### config.mk
export PLATFORM = sky130hd
export DESIGN_NAME = led_blink_pattern_generator_unit_flat
export DESIGN_NICKNAME = d
export VERILOG_FILES = /design/src/sv/lbpg_pkg.sv /design/src/sv/lbpg_in_if.sv /design/src/sv/lbpg_out_if.sv /design/src/sv/lbpg_cfg_if.sv /design/src/sv/lbpg_cfg_regs.sv /design/src/sv/lbpg_fsm.sv /design/src/sv/led_blink_pattern_generator_unit.sv /design/src/flat_wrapper.sv
export VERILOG_INCLUDE_DIRS = /design/src /design/src/sv
export SDC_FILE = /design/constraint.sdc
export NUM_CORES = 1
export LEC_CHECK = 0
export BUFFER_PORTS_ARGS = -buffer_cell sky130_fd_sc_hd__buf_2
export CELL_PAD_IN_SITES_DETAIL_PLACEMENT = 1
export CELL_PAD_IN_SITES_GLOBAL_PLACEMENT = 1
export CORE_UTILIZATION = 35
export CTS_CLUSTER_DIAMETER = 80
export DETAILED_ROUTE_END_ITERATION = 10
export PLACE_DENSITY_LB_ADDON = 0.12
export SYNTH_ARGS = -nofsm -noshare
export SYNTH_HDL_FRONTEND = slang
export SYNTH_HIERARCHICAL = 1
export SYNTH_SLANG_ARGS = --single-unit
### constraint.sdc
create_clock -name clk_i -period 3.7 [get_ports clk_i]
set_clock_uncertainty 0.15 [all_clocks]
set_input_delay 0.925 -clock clk_i [delete_from_list [all_inputs] [get_ports clk_i]]
set_output_delay 0.925 -clock clk_i [all_outputs]
set_load 0.05 [all_outputs]
### src/sv/assert_macros.svh
// ----------------------------------------------------------------------------
// Assertion macros
// Shared concurrent assertion wrappers with clock and active-low reset.
// ----------------------------------------------------------------------------
`ifndef ASSERT_MACROS_SVH
`define ASSERT_MACROS_SVH

// Same-cycle implication, checked at every rising edge outside reset.
`define ASSERT_SAME(name, clk, rst_n, ante, cons, msg) \
  name: assert property (@(posedge clk) disable iff (!rst_n) (ante) |-> (cons)) \
    else $error(msg);

// Next-cycle implication, checked at every rising edge outside reset.
`define ASSERT_NEXT(name, clk, rst_n, ante, cons, msg) \
  name: assert property (@(posedge clk) disable iff (!rst_n) (ante) |=> (cons)) \
    else $error(msg);

`endif

### src/sv/lbpg_pkg.sv
// ----------------------------------------------------------------------------
// LED blink pattern generator package
// Types, codes and constants shared by the pattern generator files.
// ----------------------------------------------------------------------------
package lbpg_pkg;

  // Command codes of an input item.
  typedef enum logic [1:0] {
    OP_TICK   = 2'd0,
    OP_SELECT = 2'd1,
    OP_LEVEL  = 2'd2,
    OP_ENABLE = 2'd3
  } op_e;

  // Pattern codes.
  typedef enum logic [3:0] {
    PAT_OFF        = 4'd0,
    PAT_STATIC_OFF = 4'd1,
    PAT_STATIC_ON  = 4'd2,
    PAT_STARTUP    = 4'd3,
    PAT_ERROR      = 4'd4,
    PAT_NET_OK     = 4'd5,
    PAT_NET_FAIL   = 4'd6,
    PAT_WARNING    = 4'd7,
    PAT_ALARM      = 4'd8,
    PAT_LEVEL      = 4'd9
  } pattern_e;

  // Configuration register indexes.
  typedef enum logic [2:0] {
    CFG_LIT_HIGH   = 3'd0,
    CFG_STARTUP_MS = 3'd1,
    CFG_ERROR_MS   = 3'd2,
    CFG_NETFAIL_MS = 3'd3,
    CFG_WARNING_MS = 3'd4,
    CFG_ALARM_MS   = 3'd5
  } cfg_idx_e;

  localparam int unsigned MsW  = 16;
  localparam int unsigned PhW  = 3;
  localparam int unsigned DutyW = 8;
  localparam int unsigned CfgIdxW = 3;

  localparam logic [PhW-1:0] ErrorPhases   = 3'd6;
  localparam logic [PhW-1:0] WarningPhases = 3'd4;
  localparam logic [MsW-1:0] MsMax         = 16'hFFFF;

  // One input item.
  typedef struct packed {
    op_e              operation;
    logic [3:0]       pattern_code;
    logic [DutyW-1:0] level_value;
    logic             enable_value;
  } item_t;

  // One result item.
  typedef struct packed {
    logic             pin_level;
    logic             pwm_active;
    logic [DutyW-1:0] pwm_duty;
    logic [3:0]       current_pattern;
    logic             is_enabled;
  } result_t;

  // Configuration register set.
  typedef struct packed {
    logic           lit_high;
    logic [MsW-1:0] startup_pulse_ms;
    logic [MsW-1:0] error_half_ms;
    logic [MsW-1:0] netfail_half_ms;
    logic [MsW-1:0] warning_half_ms;
    logic [MsW-1:0] alarm_half_ms;
  } cfg_t;

  // Indicator state.
  typedef struct packed {
    pattern_e         pattern_reg;
    logic             led_on;
    logic             pwm_on;
    logic [DutyW-1:0] duty_reg;
    logic             enabled_reg;
    logic [PhW-1:0]   phase_count;
    logic             burst_done;
    logic [MsW-1:0]   ms_since_toggle;
  } state_t;

endpackage

### src/sv/lbpg_in_if.sv
// ----------------------------------------------------------------------------
// Command channel
// Valid/ready channel carrying one command item.
// ----------------------------------------------------------------------------
interface lbpg_in_if;
  import lbpg_pkg::*;

  logic             valid;
  logic             ready;
  logic [1:0]       operation;
  logic [3:0]       pattern_code;
  logic [DutyW-1:0] level_value;
  logic             enable_value;

  modport source (output valid, operation, pattern_code, level_value, enable_value,
                  input ready);
  modport sink (input valid, operation, pattern_code, level_value, enable_value,
                output ready);
endinterface

### src/sv/lbpg_out_if.sv
// ----------------------------------------------------------------------------
// Status channel
// Valid/ready channel carrying one status result.
// ----------------------------------------------------------------------------
interface lbpg_out_if;
  import lbpg_pkg::*;

  logic             valid;
  logic             ready;
  logic             pin_level;
  logic             pwm_active;
  logic [DutyW-1:0] pwm_duty;
  logic [3:0]       current_pattern;
  logic             is_enabled;

  modport source (output valid, pin_level, pwm_active, pwm_duty, current_pattern,
                  is_enabled, input ready);
  modport sink (input valid, pin_level, pwm_active, pwm_duty, current_pattern,
                is_enabled, output ready);
endinterface

### src/sv/lbpg_cfg_if.sv
// ----------------------------------------------------------------------------
// Configuration write channel
// Valid/ready channel carrying a register index and write data.
// ----------------------------------------------------------------------------
interface lbpg_cfg_if;
  import lbpg_pkg::*;

  logic               valid;
  logic               ready;
  logic [CfgIdxW-1:0] index;
  logic [MsW-1:0]     data;

  modport source (output valid, index, data, input ready);
  modport sink (input valid, index, data, output ready);
endinterface

### src/sv/lbpg_cfg_regs.sv
// ----------------------------------------------------------------------------
// Configuration registers
// Polarity and timing registers, written through the configuration channel.
// ----------------------------------------------------------------------------
module lbpg_cfg_regs (
  input  logic           clk_i,
  input  logic           rst_ni,
  lbpg_cfg_if.sink       cfg_i,
  output lbpg_pkg::cfg_t cfg_o
);
  import lbpg_pkg::*;

  cfg_t cfg_q;

  // Writes are always taken; an unknown index is dropped.
  assign cfg_i.ready = 1'b1;
  assign cfg_o       = cfg_q;

  always_ff @(posedge clk_i or negedge rst_ni) begin
    if (!rst_ni) begin
      cfg_q.lit_high         <= 1'b1;
      cfg_q.startup_pulse_ms <= 16'd200;
      cfg_q.error_half_ms    <= 16'd100;
      cfg_q.netfail_half_ms  <= 16'd500;
      cfg_q.warning_half_ms  <= 16'd200;
      cfg_q.alarm_half_ms    <= 16'd50;
    end else if (cfg_i.valid) begin
      case (cfg_idx_e'(cfg_i.index))
        CFG_LIT_HIGH:   cfg_q.lit_high         <= cfg_i.data[0];
        CFG_STARTUP_MS: cfg_q.startup_pulse_ms <= cfg_i.data;
        CFG_ERROR_MS:   cfg_q.error_half_ms    <= cfg_i.data;
        CFG_NETFAIL_MS: cfg_q.netfail_half_ms  <= cfg_i.data;
        CFG_WARNING_MS: cfg_q.warning_half_ms  <= cfg_i.data;
        CFG_ALARM_MS:   cfg_q.alarm_half_ms    <= cfg_i.data;
        default: ;
      endcase
    end
  end

endmodule

### src/sv/lbpg_fsm.sv
// ----------------------------------------------------------------------------
// Indicator state machine
// Holds the LED state and computes the next state and status for one command.
// ----------------------------------------------------------------------------
module lbpg_fsm (
  input  logic              clk_i,
  input  logic              rst_ni,
  input  logic              advance_i,
  input  lbpg_pkg::item_t   item_i,
  input  lbpg_pkg::cfg_t    cfg_i,
  output lbpg_pkg::result_t res_o,
  output lbpg_pkg::state_t  state_o
);
  import lbpg_pkg::*;

  state_t st_q, st_d;

  // Light on even phase, dark on odd phase, advance the phase, restart timing.
  function automatic state_t toggle_parity(state_t s);
    state_t r;
    r                 = s;
    r.led_on          = ~s.phase_count[0];
    r.pwm_on          = 1'b0;
    r.phase_count     = s.phase_count + 3'd1;
    r.ms_since_toggle = '0;
    return r;
  endfunction

  // Next state for the command in the input register.
  always_comb begin
    logic [MsW-1:0] ms_inc;
    logic [MsW-1:0] half;
    logic [PhW-1:0] phases;
    logic           elapsed;

    st_d    = st_q;
    ms_inc  = (st_q.ms_since_toggle < MsMax) ? st_q.ms_since_toggle + 16'd1
                                               : st_q.ms_since_toggle;
    // Timing register that applies to the current pattern.
    case (st_q.pattern_reg)
      PAT_STARTUP:  half = cfg_i.startup_pulse_ms;
      PAT_ERROR:    half = cfg_i.error_half_ms;
      PAT_WARNING:  half = cfg_i.warning_half_ms;
      PAT_NET_FAIL: half = cfg_i.netfail_half_ms;
      PAT_ALARM:    half = cfg_i.alarm_half_ms;
      default:      half = cfg_i.alarm_half_ms;
    endcase
    phases  = (st_q.pattern_reg == PAT_ERROR) ? ErrorPhases : WarningPhases;
    elapsed = (ms_inc >= half);

    case (item_i.operation)
      OP_TICK: begin
        st_d.ms_since_toggle = ms_inc;
        if (st_q.enabled_reg) begin
          case (st_q.pattern_reg)
            PAT_STARTUP: begin
              if (st_q.phase_count == 3'd0) begin
                st_d.led_on          = 1'b1;
                st_d.pwm_on          = 1'b0;
                st_d.ms_since_toggle = '0;
                st_d.phase_count     = 3'd1;
              end else if (st_q.phase_count == 3'd1 && elapsed) begin
                st_d.led_on      = 1'b0;
                st_d.pwm_on      = 1'b0;
                st_d.phase_count = 3'd2;
              end
            end
            PAT_ERROR, PAT_WARNING: begin
              if (!st_q.burst_done && elapsed) begin
                st_d = toggle_parity(st_d);
                if (st_d.phase_count >= phases) begin
                  st_d.phase_count = '0;
                  st_d.burst_done  = 1'b1;
                  st_d.led_on      = 1'b0;
                end
              end
            end
            PAT_NET_FAIL, PAT_ALARM: begin
              if (elapsed) begin
                st_d = toggle_parity(st_d);
              end
            end
            default: ;
          endcase
        end
      end
      OP_SELECT: begin
        if (item_i.pattern_code <= PAT_LEVEL) begin
          st_d.pattern_reg     = pattern_e'(item_i.pattern_code);
          st_d.phase_count     = '0;
          st_d.burst_done      = 1'b0;
          st_d.ms_since_toggle = '0;
          st_d.pwm_on          = 1'b0;
          case (pattern_e'(item_i.pattern_code))
            PAT_OFF, PAT_STATIC_OFF: st_d.led_on = 1'b0;
            PAT_STATIC_ON, PAT_NET_OK: st_d.led_on = 1'b1;
            PAT_NET_FAIL: begin
              st_d.led_on      = 1'b1;
              st_d.phase_count = 3'd1;
            end
            PAT_LEVEL: st_d.pwm_on = 1'b1;
            default: ;
          endcase
        end
      end
      OP_LEVEL: begin
        st_d.duty_reg = item_i.level_value;
        if (st_q.pattern_reg == PAT_LEVEL && st_q.enabled_reg) begin
          st_d.pwm_on = 1'b1;
        end
      end
      OP_ENABLE: begin
        st_d.enabled_reg = item_i.enable_value;
        if (!item_i.enable_value) begin
          st_d.led_on = 1'b0;
          st_d.pwm_on = 1'b0;
        end
      end
      default: ;
    endcase
  end

  // Status after the command, with polarity applied to the pin.
  always_comb begin
    res_o.pin_level       = st_d.pwm_on ? 1'b0 : (st_d.led_on ~^ cfg_i.lit_high);
    res_o.pwm_active      = st_d.pwm_on;
    res_o.pwm_duty        = st_d.duty_reg;
    res_o.current_pattern = st_d.pattern_reg;
    res_o.is_enabled      = st_d.enabled_reg;
  end

  // State register, updated when the command moves to the result register.
  always_ff @(posedge clk_i or negedge rst_ni) begin
    if (!rst_ni) begin
      st_q.pattern_reg     <= PAT_OFF;
      st_q.led_on          <= 1'b0;
      st_q.pwm_on          <= 1'b0;
      st_q.duty_reg        <= '0;
      st_q.enabled_reg     <= 1'b1;
      st_q.phase_count     <= '0;
      st_q.burst_done      <= 1'b0;
      st_q.ms_since_toggle <= '0;
    end else if (advance_i) begin
      st_q <= st_d;
    end
  end

  assign state_o = st_q;

endmodule

### src/sv/led_blink_pattern_generator_unit.sv
// ----------------------------------------------------------------------------
// LED blink pattern generator
// Status LED driver: commands in, one status result out per command.
// ----------------------------------------------------------------------------
//   Channel  Dir  Transfer moves
//   in_i     in   operation, pattern_code, level_value, enable_value
//   out_o    out  pin_level, pwm_active, pwm_duty, current_pattern, is_enabled
//   cfg_i    in   index, data (register write)
//
// One command per cycle is sustained while out_o.ready stays high; each command
// passes the input register, then the result register, before its result is valid.
// The state update is a single increment, compare and select between the two.
// Reset (rst_ni low) restores the default pattern state and timing registers.
// A stalled result holds the result register; the input register then takes
// one more command before in_i.ready drops.
`include "assert_macros.svh"

module led_blink_pattern_generator_unit (
  input  logic      clk_i,
  input  logic      rst_ni,
  lbpg_in_if.sink   in_i,
  lbpg_out_if.source out_o,
  lbpg_cfg_if.sink  cfg_i
);
  import lbpg_pkg::*;

  cfg_t    cfg;
  result_t res;
  state_t  st;

  logic    s1_valid_q, s1_valid_d;
  item_t   s1_item_q;
  logic    out_valid_q, out_valid_d;
  result_t out_res_q;
  logic    out_free;
  logic    s1_adv;
  logic    in_xfer;

  // Handshake: the input register moves on when the result register is free.
  assign out_free   = !out_valid_q || out_o.ready;
  assign s1_adv     = s1_valid_q && out_free;
  assign in_i.ready = !s1_valid_q || s1_adv;
  assign in_xfer    = in_i.valid && in_i.ready;

  always_comb begin
    s1_valid_d = s1_valid_q;
    if (in_xfer) begin
      s1_valid_d = 1'b1;
    end else if (s1_adv) begin
      s1_valid_d = 1'b0;
    end
    out_valid_d = out_valid_q;
    if (s1_adv) begin
      out_valid_d = 1'b1;
    end else if (out_o.ready) begin
      out_valid_d = 1'b0;
    end
  end

  // Valid flags.
  always_ff @(posedge clk_i or negedge rst_ni) begin
    if (!rst_ni) begin
      s1_valid_q  <= 1'b0;
      out_valid_q <= 1'b0;
    end else begin
      s1_valid_q  <= s1_valid_d;
      out_valid_q <= out_valid_d;
    end
  end

  // Input and result payload registers.
  always_ff @(posedge clk_i) begin
    if (in_xfer) begin
      s1_item_q.operation    <= op_e'(in_i.operation);
      s1_item_q.pattern_code <= in_i.pattern_code;
      s1_item_q.level_value  <= in_i.level_value;
      s1_item_q.enable_value <= in_i.enable_value;
    end
    if (s1_adv) begin
      out_res_q <= res;
    end
  end

  lbpg_cfg_regs u_cfg (
    .clk_i  (clk_i),
    .rst_ni (rst_ni),
    .cfg_i  (cfg_i),
    .cfg_o  (cfg)
  );

  lbpg_fsm u_fsm (
    .clk_i     (clk_i),
    .rst_ni    (rst_ni),
    .advance_i (s1_adv),
    .item_i    (s1_item_q),
    .cfg_i     (cfg),
    .res_o     (res),
    .state_o   (st)
  );

  assign out_o.valid           = out_valid_q;
  assign out_o.pin_level       = out_res_q.pin_level;
  assign out_o.pwm_active      = out_res_q.pwm_active;
  assign out_o.pwm_duty        = out_res_q.pwm_duty;
  assign out_o.current_pattern = out_res_q.current_pattern;
  assign out_o.is_enabled      = out_res_q.is_enabled;

  // Assertions.
  `ASSERT_SAME(a_pwm_pin_low, clk_i, rst_ni, out_o.valid && out_o.pwm_active, !out_o.pin_level, "pin driven while PWM active")
  `ASSERT_NEXT(a_adv_fills_out, clk_i, rst_ni, s1_adv, out_valid_q, "advanced command left no result")
  `ASSERT_NEXT(a_s1_hold, clk_i, rst_ni, s1_valid_q && !s1_adv, s1_valid_q, "pending command lost")
  `ASSERT_SAME(a_burst_dark, clk_i, rst_ni, st.burst_done, st.phase_count == '0 && !st.led_on, "finished burst not dark")

endmodule

### src/flat_wrapper.sv
// flat-port wrapper written by rule: the top's interface ports become plain ports
module led_blink_pattern_generator_unit_flat import lbpg_pkg::*;
  (clk_i, rst_ni, in_i_valid, in_i_operation, in_i_pattern_code, in_i_level_value, in_i_enable_value, in_i_ready, out_o_valid, out_o_pin_level, out_o_pwm_active, out_o_pwm_duty, out_o_current_pattern, out_o_is_enabled, out_o_ready, cfg_i_valid, cfg_i_index, cfg_i_data, cfg_i_ready);
  lbpg_in_if in_i_i ();
  lbpg_out_if out_o_i ();
  lbpg_cfg_if cfg_i_i ();
  input  logic clk_i;
  input  logic rst_ni;
  input wire logic [$bits(in_i_i.valid)-1:0] in_i_valid;
  input wire logic [$bits(in_i_i.operation)-1:0] in_i_operation;
  input wire logic [$bits(in_i_i.pattern_code)-1:0] in_i_pattern_code;
  input wire logic [$bits(in_i_i.level_value)-1:0] in_i_level_value;
  input wire logic [$bits(in_i_i.enable_value)-1:0] in_i_enable_value;
  output wire logic [$bits(in_i_i.ready)-1:0] in_i_ready;
  output wire logic [$bits(out_o_i.valid)-1:0] out_o_valid;
  output wire logic [$bits(out_o_i.pin_level)-1:0] out_o_pin_level;
  output wire logic [$bits(out_o_i.pwm_active)-1:0] out_o_pwm_active;
  output wire logic [$bits(out_o_i.pwm_duty)-1:0] out_o_pwm_duty;
  output wire logic [$bits(out_o_i.current_pattern)-1:0] out_o_current_pattern;
  output wire logic [$bits(out_o_i.is_enabled)-1:0] out_o_is_enabled;
  input wire logic [$bits(out_o_i.ready)-1:0] out_o_ready;
  input wire logic [$bits(cfg_i_i.valid)-1:0] cfg_i_valid;
  input wire logic [$bits(cfg_i_i.index)-1:0] cfg_i_index;
  input wire logic [$bits(cfg_i_i.data)-1:0] cfg_i_data;
  output wire logic [$bits(cfg_i_i.ready)-1:0] cfg_i_ready;
  assign in_i_i.valid = in_i_valid;
  assign in_i_i.operation = in_i_operation;
  assign in_i_i.pattern_code = in_i_pattern_code;
  assign in_i_i.level_value = in_i_level_value;
  assign in_i_i.enable_value = in_i_enable_value;
  assign in_i_ready = in_i_i.ready;
  assign out_o_valid = out_o_i.valid;
  assign out_o_pin_level = out_o_i.pin_level;
  assign out_o_pwm_active = out_o_i.pwm_active;
  assign out_o_pwm_duty = out_o_i.pwm_duty;
  assign out_o_current_pattern = out_o_i.current_pattern;
  assign out_o_is_enabled = out_o_i.is_enabled;
  assign out_o_i.ready = out_o_ready;
  assign cfg_i_i.valid = cfg_i_valid;
  assign cfg_i_i.index = cfg_i_index;
  assign cfg_i_i.data = cfg_i_data;
  assign cfg_i_ready = cfg_i_i.ready;
  led_blink_pattern_generator_unit u_core (.clk_i(clk_i), .rst_ni(rst_ni), .in_i(in_i_i), .out_o(out_o_i), .cfg_i(cfg_i_i));
endmodule
=== Word-level counts from Yosys, hierarchy flattened ===
Index checks and enable logic that the tools add are counted.

* Flip-flop bits (word level): 148
* Input port bits: 39
* Memory bits (writable): 0
* Memories: 0
* ROM bits: 0
* Output and inout port bits: 18
* Latch bits: 0

* Add/subtract/negate cells: 2
* Div/mod/pow operators: 0
* Reductions and logical operators: 30
* Shifts and indexed selects: 0
* Order comparisons: 4
* Bitwise gates (word level): 2
* $mul: 0
* Mux-type cells: 35
* Eq/ne operators: 30

{| class="wikitable"
|+ Operator list
! cell !! count
|-
| 31-bit two-way mux || 3
|-
| 16-bit one-hot mux with 4 select lines || 1
|-
| 16-bit one-hot mux with 3 select lines || 1
|-
| 20-bit one-hot mux with 2 select lines || 1
|-
| 16-bit two-way mux || 2
|-
| 4-bit by 3-bit equality test with 1-bit output, second input constant || 5
|-
| 20-bit two-way mux || 1
|-
| 9-bit one-hot mux with 2 select lines || 1
|-
| 16-bit by 1-bit adder with 16-bit output, second input constant || 1
|-
| 16-bit greater-or-equal comparator || 1
|-
| 16-bit less-than comparator, second input constant || 1
|-
| 8-bit one-hot mux with 2 select lines || 1
|-
| 8-bit AND reduction || 2
|-
| 4-bit equality test, second input constant || 3
|-
| 2-bit AND reduction || 6
|-
| 2-bit != test, second input constant || 5
|-
| 3-bit one-hot mux with 3 select lines || 1
|-
| 4-bit by 2-bit equality test with 1-bit output, second input constant || 2
|-
| 1-bit two-way mux || 8
|-
| 2-bit two-way mux || 4
|-
| 4-bit one-hot mux with 2 select lines || 1
|-
| 3-bit by 1-bit equality test with 1-bit output, second input constant || 2
|-
| 3-bit by 2-bit equality test with 1-bit output, second input constant || 2
|-
| 3-bit equality test, second input constant || 2
|-
| 29 further kinds || 46
|}

=== Depth between registers and ports, before layout ===
Gate-level depths: netlist of the first run.

* Word-level depth: 10
* Gate-level depth with buffers: 16
* Mapped depth without buffers: 15

=== Cells and area by module ===
Netlist of the first run, hierarchy kept.

{| class="wikitable"
|+ Modules (own cells, without submodules)
! module !! area each (um^2) !! cells an instance !! sequential area each (um^2) !! instances
|-
| lbpg_fsm || 3413.3 || 394 || 877.1 || 1
|-
| lbpg_cfg_regs || 3231.8 || 178 || 2050.7 || 1
|-
| led_blink_pattern_generator_unit || 1004.7 || 38 || 950.9 || 1
|}

=== Worst setup path before layout of the first run ===
Ideal clock, no wire load.

* Path type: register to register
* Start: reg u_core.u_fsm.st_q (netlist bit u_core/u_fsm/state_o[4])
* End: reg u_core.out_res_q (netlist bit u_core/out_o.pin_level), data pin
* Data arrival time: 3618 ps
* Path slack: -214 ps
* Cell stages (with the launch flop): 15
* Library setup time: 146 ps
* Path buffers: 0
* Period minus slack after synthesis: 3914 ps
* Cell sequence: dfrtp_1 > nand4_1 > nor2_1 > nand2_1 > or3_1 > nor2_1 > mux2_2 > ha_1 > nand4_1 > nor4_2 > a31oi_4 > a21oi_1 > nor3_1 > or4_1 > a21oi_1

* Word-level cells in the longest chain between the ends: 10
* Elaborated cells on any way between the ends: 15

{| class="wikitable"
|+ RTL lines
! what !! line !! RTL
|-
| from (decl) || lbpg_fsm.sv:16 || <nowiki>state_t st_q, st_d;</nowiki>
|-
| from (signal assigned) || lbpg_fsm.sv:144 || <nowiki>st_q <= st_d;</nowiki>
|-
| 16-bit by 1-bit adder with 16-bit output / 16-bit less-than comparator (equally long branches) || lbpg_fsm.sv:37 || <nowiki>ms_inc = (st_q.ms_since_toggle < MsMax) ? st_q.ms_since_toggle + 16'd1</nowiki>
|-
| 16-bit two-way mux (*) || lbpg_fsm.sv:37 ||
|-
| 16-bit greater-or-equal comparator (*) || lbpg_fsm.sv:49 || <nowiki>elapsed = (ms_inc >= half);</nowiki>
|-
| 1-bit logical AND || lbpg_fsm.sv:62 || <nowiki>end else if (st_q.phase_count == 3'd1 && elapsed) begin</nowiki>
|-
| 2-bit two-way mux || lbpg_fsm.sv:62 ||
|-
| 2-bit two-way mux || lbpg_fsm.sv:57 || <nowiki>if (st_q.phase_count == 3'd0) begin</nowiki>
|-
| 2-bit one-hot mux with 3 select lines (*) || lbpg_fsm.sv:55 || <nowiki>case (st_q.pattern_reg)</nowiki>
|-
| 31-bit two-way mux (*) || lbpg_fsm.sv:54 || <nowiki>if (st_q.enabled_reg) begin</nowiki>
|-
| 1-bit one-hot mux with 3 select lines || lbpg_fsm.sv:51 || <nowiki>case (item_i.operation)</nowiki>
|-
| 1-bit XNOR || lbpg_fsm.sv:125 || <nowiki>res_o.pin_level = st_d.pwm_on ? 1'b0 : (st_d.led_on ~^ cfg_i.lit_high);</nowiki>
|-
| to (signal assigned) || led_blink_pattern_generator_unit.sv:80 || <nowiki>out_res_q <= res;</nowiki>
|-
| to (decl) || led_blink_pattern_generator_unit.sv:34 || <nowiki>result_t out_res_q;</nowiki>
|}

Every way passes the cells marked *; elsewhere a longest branch is shown, timed or not. The select of a mux whose other input is x is not followed.
A chain may end at the register's enable or synchronous reset.

=== Final worst setup path of the first run ===
* Start: reg u_core.u_fsm.st_q (netlist bit u_core/u_fsm/state_o[7])
* End: reg u_core.u_fsm.st_q (netlist bit u_core/u_fsm/state_o[8])

* Word-level cells in the longest chain between the ends: 8
* Elaborated cells on any way between the ends: 11

{| class="wikitable"
|+ RTL lines
! what !! line !! RTL
|-
| 16-bit by 1-bit adder with 16-bit output / 16-bit less-than comparator (equally long branches) || lbpg_fsm.sv:37 ||
|-
| 16-bit two-way mux (*) || lbpg_fsm.sv:37 ||
|-
| 16-bit greater-or-equal comparator || lbpg_fsm.sv:49 ||
|-
| 1-bit logical AND || lbpg_fsm.sv:69 || <nowiki>if (!st_q.burst_done && elapsed) begin</nowiki>
|-
| 31-bit two-way mux || lbpg_fsm.sv:69 ||
|-
| 16-bit one-hot mux with 3 select lines || lbpg_fsm.sv:55 ||
|-
| 31-bit two-way mux (*) || lbpg_fsm.sv:54 ||
|-
| 20-bit one-hot mux with 2 select lines (*) || lbpg_fsm.sv:51 ||
|}

Marked as above.

==> load_flow_metrics.sql, run 1 <==
INSERT INTO impl_metrics (metric_group, metric, value, unit) VALUES
('setup_path', 'critPathArrivalTime', '4.07', 'ns'),
('timing', 'setup_ws', '-0.191', 'ns'),
('route', 'drt-pass1-iter-count', '5', ''),
('setup_path', 'startpoint_type', 'register', ''),
('logic_synthesis', 'syn-instance-count', '610', ''),
('logic_synthesis', 'adder_cell_fraction_of_synth_area', '0.0422', ''),
('finish', 'most-common-layout-cells', 'dfrtp_1 (98), mux2_2 (81), buf_4 (67)', ''),
('finish', 'diodes', '0', ''),
('cts', 'cts_htree_levels', '4', ''),
('timing', 'drv_slew', '0', ''),
('run_status', 'run_status', 'finished with violations', ''),
('timing', 'timing_hold_violations_final', '0', ''),
('run_status', 'violations_in_the_final_reports', 'negative setup slack', ''),
('cts', 'clkSlewWorstSetupHoldPaths', '0.06', 'ns'),
('route', 'detailroute.via_count', '5282', ''),
('setup_path', 'critical_path_peak_fanout', '5', ''),
('logic_synthesis', 'asyncSetResetFlopFracSynth', '0.797', ''),
('route', 'route.detailed.drc', '0', ''),
('power_and_ir_drop', 'p_per_area', '611', 'nW/um^2'),
('setup_path', 'crit_path_cells', 'nand4_1 > nor4_4 > nand4_2 > buf_6 > mux2_4 > ha_4 > a2111o_1 > a31oi_4 > a31oi_4 > buf_6 > a21oi_4 > buf_12 > o21ai_2 > a31oi_2', ''),
('logic_synthesis', 'synth.net_count', '674', ''),
('finish', 'drive_gt1_frac', '0.460', ''),
('finish', 'design.final.nets', '785', ''),
('timing', 'worst_margin_slew', '0.744', 'ns'),
('power_and_ir_drop', 'p_seq_frac', '0.384', ''),
('floorplanning', 'core', '21200', 'sq um'),
('logic_synthesis', 'synth.ff_latch_count', '148', ''),
('grt', 'grt_remaining_overflow', '0', ''),
('cts', 'cts_buffer_depth', '2', ''),
('power_and_ir_drop', 'internal-power', '3910', 'uW'),
('logic_synthesis', 'synthMuxAreaShare', '0.186', ''),
('placement', 'post-dp-hpwl', '13.5', 'mm'),
('floorplanning', 'io_pins', '57', ''),
('finish', 'layout_commonest_cell', 'dfrtp_1', ''),
('power_and_ir_drop', 'switching_power', '1910', 'uW'),
('setup_path', 'end_kind', 'register', ''),
('logic_synthesis', 'count_of_flip_flops_with_a_built_in_enable_after_synthesis', '30', ''),
('finish', 'final-instance-count-excl-fill', '1009', ''),
('logic_synthesis', 'synth-main-ff-cell', 'dfrtp_1', ''),
('route', 'via_per_inst', '5.23', ''),
('floorplanning', 'x_dimension_of_the_die', '150', 'um'),
('grt', 'grt_pass1_wl', '31.7', 'mm'),
('floorplanning', 'floorplan.die.height', '150', 'um'),
('grt', 'total_global_route_track_usage', '0.186', ''),
('logic_synthesis', 'largest_family_of_logic_cells_by_synthesized_area', 'multiplexers', ''),
('setup_path', 'largest_stage_delay_on_the_critical_path', '0.44', 'ns'),
('timing', 'max_freq', '0.257', 'GHz'),
('placement', 'io_buffers', '55', ''),
('timing', 'final.period_utilization', '1.05', ''),
('floorplanning', 'die_area', '22500', 'sq um'),
('timing', 'report.final.setup_viol', '23', ''),
('finish', 'num-fill-cells', '2241', ''),
('logic_synthesis', 'synth-xor-area-share', '0.0149', ''),
('logic_synthesis', 'yosysTopAreaCell', 'dfrtp_1', ''),
('route', 'drtIter0Drc', '250', ''),
('route', 'routed_wire_length_per_instance', '19.8', 'um'),
('floorplanning', 'row_count', '53', ''),
('setup_path', 'critPathSlowestCell', 'a2111o_1', ''),
('logic_synthesis', 'synth-compound-area-share', '0.111', ''),
('power_and_ir_drop', 'netSwitchingFraction', '0.329', ''),
('placement', 'placedInstanceArea', '8540', 'sq um'),
('finish', 'design_area', '9530', 'sq um'),
('route', 'route.antenna.remaining_nets', '0', ''),
('route', 'wl', '20.0', 'mm'),
('placement', 'post-place-cells', '958', ''),
('timing', 'rsz0062_at_grt', 'true', ''),
('logic_synthesis', 'ys_warn_count', '6', ''),
('placement', 'post-place-ws', '-0.173', 'ns'),
('cts', 'clockRootBuffer', 'clkbuf_16', ''),
('timing', 'worst_case_headroom_to_the_max_slew_limit', '0.502', ''),
('grt', 'first_global_vias', '5698', '');
-- through the flow --
stage / hold WS (ns) / util / power, uW
after floorplan: 0.325 / - / 3440
after global placement: 0.336 / 0.402 / 4000
after detailed placement: 0.344 / 0.402 / 4080
after CTS: 0.360 / 0.436 / 5840
after global routing: 0.373 / 0.449 / 6150
final: 0.358 / 0.449 / 5820
-- cells in the mapped netlist (4+ instances only) --
library cell	instances
nor2b_1	6
nand2b_1	11
clkbuf_1	11
mux2i_1	16
a222oi_1	15
o31ai_1	4
xnor2_1	9
nor3_1	5
mux2_4	22
buf_6	6
edfxtp_1	30
a22o_1	12
o221ai_1	4
buf_2	9
dfstp_2	20
a31oi_1	11
nand2_1	37
inv_1	13
nand3_1	6
o21ai_0	31
mux2_2	83
nor2_1	22
ha_1	25
nand4_1	7
xor2_1	4
dfrtp_1	98
buf_4	15
a21oi_1	23
-- sequential cells by signal, indices dropped and copies added, names as in the netlist --
| name | count |
|---|---|
| u_core/out_o.current_pattern | 4 |
| u_core/out_o.is_enabled | 1 |
| u_core/out_o.pin_level | 1 |
| u_core/out_o.pwm_active | 1 |
| u_core/out_o.pwm_duty | 8 |
| u_core/out_o.valid | 1 |
| u_core/s1_item_q | 15 |
| u_core/s1_valid_q | 1 |
| u_core/u_cfg/cfg_o | 81 |
| u_core/u_fsm/state_o | 35 |
-- cell families after synthesis --
group                      after synthesis
DFF                                    148
AOI/OAI and AO/OA                      122
muxes                                  121
and+or+nand+nor                        121
buffers and inverters                   58
adders and majority gates               26
xor gates and xnor gates                13
other                                    1
-- power groups by stage --
| stage | registers (uW) | logic, uW | clock network [uW] |
|---|---|---|---|
| after floorplan | 2320 | 1120 | 0 |
| after global placement | 2240 | 1760 | 0 |
| after detailed placement | 2270 | 1810 | 0 |
| after CTS | 2240 | 1850 | 1760 |
| after global routing | 2280 | 2060 | 1820 |
| final | 2230 | 1880 | 1710 |
-- worst max-delay path: cells and delay by family (launching register included) --
kind,cells,cell delay [ns]
fa+ha+maj,1,0.23
buf+inv,3,0.52
simple gates,3,0.85
mux,1,0.32
compound gates,6,1.38
flops,1,0.35
-- path summary, 6_finish.rpt --
| path | startpoint | to | slack [ns] | cells past startpoint |
|---|---|---|---|---|
| worst max register to register | u_core/u_fsm/state_o[7] | u_core/u_fsm/state_o[8] | -0.19 | 14 |
| worst max-delay path | u_core/u_fsm/state_o[7] | u_core/u_fsm/state_o[8] | -0.19 | 14 |
| worst min register to register | u_core/u_cfg/cfg_o[55] | u_core/u_cfg/cfg_o[55] | 0.36 | 1 |
| worst min-delay path | u_core/u_cfg/cfg_o[55] | u_core/u_cfg/cfg_o[55] | 0.36 | 1 |
| max in group asynchronous | rst_ni | u_core/u_cfg/cfg_o[36] | 2.20 | 2 |
| min in group asynchronous | rst_ni | u_core/u_cfg/cfg_o[0] | 0.37 | 1 |
-- per-layer routing --
metal | share of wire | global-route usage | up-vias
met1 | 0.49 | 0.260 | 2726
met2 | 0.48 | 0.293 | 65
met5 | 0 | 0 | -
met3 | 0.022 | 0.0323 | 10
li1 | - | - | 2481
met4 | 0.0093 | 0.0556 | 0
-- layout make-up --
| cell class | instances | area [sq um] | share of cell area |
|---|---|---|---|
| Sequential cell | 148 | 3880 | 0.407 |
| Clock inverter | 13 | 134 | 0.0140 |
| Multi-Input combinational cell | 404 | 3660 | 0.384 |
| Inverter | 13 | 48.8 | 0.00512 |
| Clock buffer | 19 | 443 | 0.0465 |
| Tap cell | 275 | 344 | 0.0361 |
| Timing Repair Buffer | 137 | 1020 | 0.107 |
-- what timing repair did --
| item | CTS | global route |
|---|---|---|
| hold buffers | 0 | 0 |
| gates resized for setup | 14 | 32 |
| gates cloned | 0 | 4 |
| setup endpoints to repair | 10 | 23 |
| setup buffers | 8 | 7 |
| pin swaps | 10 | 18 |
(Power assumes the default switching activity.)
==> inputs of run 2 (changes only) <==
CORE_UTILIZATION = 45   (was 35)
==> run 2 against run 1 <==
Against the previous run: sequential share of layout area rose by 0.90 points; largest cell class unchanged; critical path depth rose by 1; global-route usage grew 4.9 points; largest power group unchanged; first-iteration DRC count rose by 43%; final area fell by 2.1%; the flow still finishes with violations (negative setup slack).
==> load_flow_metrics.sql, run 2 (same netlist as run 1, synthesis figures left out) <==
INSERT INTO impl_metrics (metric_group, metric, value, unit) VALUES
('cts', 'clkSlewWorstSetupHoldPaths', '0.06', 'ns'),
('route', 'drtIter0Drc', '358', ''),
('grt', 'grt_antenna_before_repair', '0', ''),
('finish', 'most-common-layout-cells', 'dfrtp_1 (97), mux2_2 (82), buf_4 (76)', ''),
('placement', 'post-dp-hpwl', '12.8', 'mm'),
('finish', 'area.growth.synth_to_final', '21.9', '%'),
('finish', 'drive_gt1_frac', '0.452', ''),
('timing', 'drv_slew', '0', ''),
('cts', 'clockRootBuffer', 'clkbuf_16', ''),
('setup_path', 'reg2reg_slack', '-0.19', 'ns'),
('route', 'route.antenna.remaining_nets', '0', ''),
('run_status', 'violations_in_the_final_reports', 'negative setup slack', ''),
('setup_path', 'ff2ff_path_depth', '15', ''),
('run', 'cap_viol_max_count', '0', ''),
('timing', 'post-route-min-period', '3.89', 'ns'),
('setup_path', 'crit_path_cells', 'nand4_1 > nor2_2 > nand2_2 > or3_4 > nor2_4 > mux2_4 > ha_4 > nand4_1 > nor2_1 > a2bb2oi_4 > buf_6 > a21oi_4 > nor3_2 > or4_1 > a21oi_2', ''),
('grt', 'total_global_route_track_usage', '0.235', ''),
('power_and_ir_drop', 'ir_drop_worst_case_vdd', '0.325', 'mV'),
('setup_path', 'timing.critical_path.mode_cell', 'nand4_1', ''),
('timing', 'final.period_utilization', '1.05', ''),
('power_and_ir_drop', 'netSwitchingFraction', '0.330', ''),
('cts', 'insertion_delay', '0.42', 'ns'),
('route', 'wl', '19.7', 'mm'),
('placement', 'io_buffers', '55', ''),
('timing', 'rsz0062_at_grt', 'true', ''),
('timing', 'hold_slack', '0.278', 'ns'),
('power_and_ir_drop', 'p_seq_frac', '0.384', ''),
('setup_path', 'capture_point_of_the_worst_reg_to_reg_path', 'u_core/out_o.pin_level', ''),
('run_status', 'run_status', 'finished with violations', ''),
('power_and_ir_drop', 'switching_power', '1940', 'uW'),
('timing', 'setup_ws', '-0.191', 'ns'),
('setup_path', 'last_element_of_the_critical_path', 'u_core/out_o.pin_level', ''),
('grt', 'grt_remaining_overflow', '0', ''),
('setup_path', 'startpoint_type', 'register', ''),
('grt', 'grtUsageMet3', '0.0496', ''),
('floorplanning', 'x_dimension_of_the_die', '132', 'um'),
('grt', 'globalRoute.busiestLayer', 'met2', ''),
('grt', 'first_global_vias', '5865', ''),
('finish', 'design.final.nets', '784', ''),
('grt', 'grt_pass1_wl', '31.7', 'mm'),
('cts', 'cts_htree_levels', '4', ''),
('timing', 'worst_case_headroom_to_the_max_slew_limit', '0.492', ''),
('timing', 'timing_hold_violations_final', '0', ''),
('cts', 'cts.sink_count', '148', ''),
('finish', 'diodes', '0', ''),
('floorplanning', 'floorplan.die.height', '132', 'um'),
('power_and_ir_drop', 'power.clock.fraction', '0.287', ''),
('power_and_ir_drop', 'power.leakage', '0.00404', 'uW'),
('setup_path', 'critPathArrivalTime', '4.02', 'ns'),
('setup_path', 'critical_path_peak_fanout', '3', ''),
('cts', 'cts_inserted_buffers', '17', ''),
('min_path', 'min_path_type', 'in2async', ''),
('setup_path', 'critPathLaunch', 'u_core/u_fsm/state_o[6]', ''),
('route', 'route.detailed.drc', '0', ''),
('timing', 'max_freq', '0.257', 'GHz'),
('route', 'detailroute.via_count', '5462', ''),
('power_and_ir_drop', 'p_per_area', '628', 'nW/um^2'),
('timing', 'report.final.setup_viol', '20', ''),
('power_and_ir_drop', 'comb_power_share', '0.330', ''),
('setup_path', 'r2r-start', 'u_core/u_fsm/state_o[6]', ''),
('setup_path', 'largest_stage_delay_on_the_critical_path', '0.50', 'ns'),
('setup_path', 'worst-setup-path-type', 'reg2reg', ''),
('grt', 'grt_use_met2', '0.395', ''),
('power_and_ir_drop', 'internal-power', '3920', 'uW'),
('grt', 'grt.met1_usage', '0.306', ''),
('floorplanning', 'row_count', '47', ''),
('finish', 'layout_commonest_cell', 'dfrtp_1', ''),
('finish', 'final_util', '0.562', ''),
('setup_path', 'critical_path_buf_inv_count', '1', ''),
('cts', 'tritoncts_clock_tree', 'yes', ''),
('route', 'drt-pass1-iter-count', '5', ''),
('setup_path', 'critPathTopFamily', 'simple AND/OR/NAND/NOR gates', ''),
('route', 'via_per_inst', '5.73', ''),
('floorplanning', 'core', '16600', 'sq um'),
('placement', 'gp_routability_congestion', '0.839', ''),
('setup_path', 'cp.required', '3.83', 'ns'),
('route', 'routed_wire_length_per_instance', '20.7', 'um'),
('setup_path', 'critical_path_depth', '15', ''),
('finish', 'largest_register_ffs', '81', ''),
('floorplanning', 'initial_utilization', '0.461', ''),
('setup_path', 'critPathSlowestCell', 'or4_1', ''),
('floorplanning', 'io_pins', '57', ''),
('cts', 'postCtsHoldBufs', '0', ''),
('grt', 'largest_net_degree_at_the_start_of_global_routing', '93', ''),
('floorplanning', 'die_area', '17500', 'sq um'),
('setup_path', 'end_kind', 'register', ''),
('cts', 'cts_buffer_depth', '2', ''),
('timing', 'worst_margin_slew', '0.760', 'ns');
[run 2: per-stage QoR]
stage          area [sq um]  std cells  setup TNS (ns)  total power, uW  setup slack [ns]
3_5_place_dp           8430        899          -0.564             4060            -0.204
2_1_floorplan          7690        610         -0.0406             3440           -0.0406
4_1_cts                9200        944          -0.435             5860            -0.124
3_3_place_gp           8430        899          -0.115             3960           -0.0931
6_report               9330        953           -1.02             5860            -0.191
5_1_grt                9330        953           -4.05             6170            -0.321
[run 2: worst min-delay path by stage]
stage | startpoint | end | slack (ns) | depth (start not counted)
floorplan | u_core/u_fsm/state_o[18] | u_core/u_fsm/state_o[18] | 0.33 | 2
global placement | u_core/u_fsm/state_o[25] | u_core/u_fsm/state_o[25] | 0.34 | 1
detailed placement | u_core/u_cfg/cfg_o[58] | u_core/u_cfg/cfg_o[58] | 0.35 | 1
CTS | rst_ni | u_core/u_fsm/state_o[27] | 0.28 | 1
global route | rst_ni | u_core/u_fsm/state_o[27] | 0.28 | 1
finish | rst_ni | u_core/u_fsm/state_o[27] | 0.28 | 1
[run 2: repair_timing]
item	4_1_cts	5_1_grt
resized for setup	20	13
endpoints found under the setup margin	23	23
endpoints found under the hold margin	0	0
cloned	0	0
pin swaps	13	12
buffers inserted	13	9
[run 2: final cells by class]
| cell class | instances | area (sq um) |
|---|---|---|
| multi-input cells | 404 | 3610 |
| fillers | 1737 | 7260 |
| clock buffers | 22 | 485 |
| clock inverters | 10 | 85.1 |
| repair buffers | 136 | 943 |
| flip-flops and latches | 148 | 3880 |
| inverters | 13 | 48.8 |
| well taps | 220 | 275 |
[run 2: metal layers]
metal | vias up | wire length, um
met1 | 2851 | 8780
met2 | 110 | 10000
met4 | 0 | 245
met5 | - | 0
met3 | 22 | 635
li1 | 2479 | -
[run 2: power by group through the flow]
stage          clock, uW  sequential (uW)  combinational, uW
2_1_floorplan          0             2320               1120
6_report            1680             2250               1930
3_5_place_dp           0             2270               1800
3_3_place_gp           0             2240               1720
4_1_cts             1720             2250               1900
5_1_grt             1780             2290               2090
==> inputs of run 3 (changes only) <==
ABC_AREA = 1   (was not set)
CORE_UTILIZATION = 41   (was 45)
==> run 3 against run 2 <==
Against the previous run: the run now ends clean; flip-flop and latch count unchanged; sequential share of layout area increased by 0.22 points; die area increased by 11%; critical endpoint unchanged; global-route usage rose by 0.36 points; largest power group unchanged; register-to-register slack gained 0.20 ns; critical path depth up 11; non-clock buffer count fell by 27; final cell count increased by 31%; first-iteration DRC count up 13%; total power down 11%; synthesized cell count grew 52%.
==> load_flow_metrics.sql, run 3 <==
INSERT INTO impl_metrics (metric_group, metric, value, unit) VALUES
('logic_synthesis', 'netlist-cell-type-count', '46', ''),
('placement', 'gp_routability_congestion', '0.788', ''),
('floorplanning', 'die_area', '19400', 'sq um'),
('cts', 'cts_buffer_depth', '2', ''),
('finish', 'layout_commonest_cell', 'nand2_1', ''),
('finish', 'drive_gt1_frac', '0.230', ''),
('finish', 'diodes', '0', ''),
('finish', 'final-instance-count-excl-fill', '1250', ''),
('timing', 'final.period_utilization', '0.998', ''),
('grt', 'globalRoute.busiestLayer', 'met2', ''),
('floorplanning', 'io_pins', '57', ''),
('finish', 'area.growth.synth_to_final', '19.9', '%'),
('logic_synthesis', 'synth-simple-area-share', '0.272', ''),
('route', 'via_per_inst', '5.20', ''),
('cts', 'insertion_delay', '0.43', 'ns'),
('floorplanning', 'core', '18200', 'sq um'),
('logic_synthesis', 'synth-main-ff-cell', 'dfrtp_1', ''),
('grt', 'total_global_route_track_usage', '0.238', ''),
('logic_synthesis', 'adder_cell_fraction_of_synth_area', '0.0404', ''),
('route', 'drt-pass1-iter-count', '5', ''),
('cts', 'cts.sink_count', '148', ''),
('logic_synthesis', 'yosysMostFrequentCell', 'nand2_1', ''),
('timing', 'worst_margin_slew', '0.881', 'ns'),
('timing', 'max_freq', '0.271', 'GHz'),
('grt', 'grtUsageMet3', '0.0423', ''),
('route', 'wl', '22.2', 'mm'),
('logic_synthesis', 'netlist_area', '7740', 'sq um'),
('finish', 'most-common-layout-cells', 'nand2_1 (318), dfrtp_1 (95), inv_1 (89)', ''),
('min_path', 'min_path_type', 'reg2reg', ''),
('run', 'cap_viol_max_count', '0', ''),
('timing', 'report.final.setup_viol', '0', ''),
('power_and_ir_drop', 'power.leakage', '0.00448', 'uW'),
('power_and_ir_drop', 'p_per_area', '563', 'nW/um^2'),
('logic_synthesis', 'syn-instance-count', '926', ''),
('finish', 'design.final.nets', '1072', ''),
('setup_path', 'startpoint_type', 'register', ''),
('logic_synthesis', 'yosysTopAreaCell', 'dfrtp_1', ''),
('run_status', 'run_status', 'complete, no violations', ''),
('logic_synthesis', 'sequential_element_share_of_the_synthesized_area', '0.501', ''),
('cts', 'clkSlewWorstSetupHoldPaths', '0.06', 'ns'),
('power_and_ir_drop', 'ir_drop_worst_case_vdd', '0.339', 'mV'),
('setup_path', 'largest_stage_delay_on_the_critical_path', '0.39', 'ns'),
('placement', 'io_buffers', '55', ''),
('grt', 'first_global_vias', '6854', ''),
('logic_synthesis', 'synth.net_count', '990', ''),
('floorplanning', 'initial_utilization', '0.425', ''),
('finish', 'num-fill-cells', '2172', ''),
('setup_path', 'end_kind', 'register', ''),
('timing', 'rsz0062_at_grt', 'true', ''),
('logic_synthesis', 'count_of_flip_flops_with_a_built_in_enable_after_synthesis', '30', ''),
('logic_synthesis', 'synth-compound-area-share', '0.0920', ''),
('route', 'routed_wire_length_per_instance', '17.8', 'um'),
('setup_path', 'cp.required', '3.72', 'ns'),
('cts', 'tritoncts_clock_tree', 'yes', ''),
('timing', 'hold_slack', '0.312', 'ns'),
('logic_synthesis', 'yosys-top-cells-area', 'dfrtp_1 (32%), nand2_1 (16%), edfxtp_1 (12%)', ''),
('setup_path', 'critPathSlowestCell', 'dfrtp_2', ''),
('logic_synthesis', 'syn_avg_cell_area', '8.36', 'sq um'),
('setup_path', 'critical_path_peak_fanout', '4', ''),
('timing', 'timing_hold_violations_final', '0', ''),
('placement', 'post-place-cells', '1198', ''),
('logic_synthesis', 'synthTopCellsByCount', 'nand2_1 (325), dfrtp_1 (98), inv_1 (92), nand3_1 (73), o21ai_0 (50)', ''),
('logic_synthesis', 'largest_family_of_logic_cells_by_synthesized_area', 'simple AND/OR/NAND/NOR gates', ''),
('grt', 'largest_net_degree_at_the_start_of_global_routing', '49', ''),
('timing', 'worst_case_headroom_to_the_max_slew_limit', '0.412', ''),
('cts', 'cts_htree_levels', '4', ''),
('finish', 'final_util', '0.510', ''),
('setup_path', 'worst-setup-path-type', 'reg2reg', ''),
('grt', 'grt.met1_usage', '0.323', ''),
('grt', 'grt_antenna_before_repair', '0', ''),
('logic_synthesis', 'asyncSetResetFlopFracSynth', '0.797', ''),
('route', 'drtIter0Drc', '404', ''),
('logic_synthesis', 'ys_warn_count', '6', ''),
('power_and_ir_drop', 'finalPower', '5230', 'uW'),
('logic_synthesis', 'synthMuxAreaShare', '0', ''),
('route', 'detailroute.via_count', '6498', ''),
('logic_synthesis', 'synth.top_cell.area_share', '0.317', ''),
('setup_path', 'critPathArrivalTime', '3.72', 'ns'),
('route', 'route.detailed.drc', '0', ''),
('grt', 'grt_pass1_wl', '36.0', 'mm'),
('logic_synthesis', 'synth.ff_latch_count', '148', ''),
('cts', 'clockRootBuffer', 'clkbuf_16', ''),
('grt', 'grt_use_met2', '0.391', ''),
('placement', 'post-dp-hpwl', '14.7', 'mm'),
('timing', 'fin_setup_tns', '0', 'ns'),
('timing', 'drv_slew', '0', ''),
('grt', 'grt_remaining_overflow', '0', ''),
('floorplanning', 'x_dimension_of_the_die', '139', 'um'),
('finish', 'largest_register_ffs', '81', ''),
('floorplanning', 'row_count', '49', ''),
('setup_path', 'timing.critical_path.mode_cell', 'nand2_1', ''),
('route', 'route.antenna.remaining_nets', '0', ''),
('timing', 'post-route-min-period', '3.69', 'ns'),
('cts', 'cts_inserted_buffers', '17', ''),
('logic_synthesis', 'synth-xor-area-share', '0.0102', ''),
('floorplanning', 'floorplan.die.height', '139', 'um');
[run 3: path summary, 6_finish.rpt]
kind / from / endpoint / slack [ns] / cells past startpoint
setup / recovery: u_core/u_fsm/state_o[2] / u_core/out_o.pin_level / 0.008 / 26
hold / removal: u_core/u_cfg/cfg_o[23] / u_core/u_cfg/cfg_o[23] / 0.31 / 2
setup reg to reg: u_core/u_fsm/state_o[2] / u_core/out_o.pin_level / 0.008 / 26
hold reg to reg: u_core/u_cfg/cfg_o[23] / u_core/u_cfg/cfg_o[23] / 0.31 / 2
max in group asynchronous: rst_ni / u_core/u_cfg/cfg_o[38] / 2.15 / 2
min in group asynchronous: rst_ni / u_core/u_fsm/state_o[3] / 0.39 / 1
[run 3: cell families (layout without fill, tap and decap cells)]
group                      after synthesis  after routing
other                                    1              1
xor gates and xnor gates                 9              9
buffers and inverters                  148            243
DFF                                    148            148
adders and majority gates               25             25
AOI/OAI and AO/OA                      115            115
and+or+nand+nor                        480            480
[run 3: critical path: cells and delay by family (launching register included)]
kind,cells,cell delay (ns)
and+or+nand+nor,18,1.87
DFF,1,0.39
buffers and inverters,4,0.37
AOI/OAI and AO/OA,2,0.26
adders and majority gates,1,0.25
xor gates and xnor gates,1,0.15
[run 3: timing repair]
action                                  CTS  global route
setup buffers                             8            13
hold buffers                              0             0
endpoints found under the setup margin   22            24
resized for setup                         6            39
pin swaps                                 4            22
[run 3: report_power, final]
| part | internal [uW] | leakage [uW] | switching [uW] | total (uW) |
|---|---|---|---|---|
| logic | 499 | 0.00245 | 912 | 1410 |
| registers | 1970 | 0.00175 | 163 | 2140 |
| clock network | 953 | 0.000278 | 729 | 1680 |
[run 3: routing by layer]
metal  share of wire  routed length, um
met5               0                  0
met4           0.014                301
met3           0.027                599
met2            0.47              10500
met1            0.49              10800
[run 3: metrics by stage]
stage | setup WS, ns | cell area, sq um
floorplan | 0.348 | 7740
global placement | 0.121 | 8360
CTS | 0.00641 | 9020
global route | -0.264 | 9280
finish | 0.00769 | 9280
detailed placement | 0.00522 | 8360
[run 3: area by class of cell]
cell class                 count  area (sq um)  area share
multi-input combinational    630          3420       0.369
inverter                     102           383      0.0412
tap                          229           287      0.0309
clock buffer                  19           443      0.0477
clock inverter                13           124      0.0133
timing repair buffer         109           741      0.0798
sequential                   148          3880       0.418
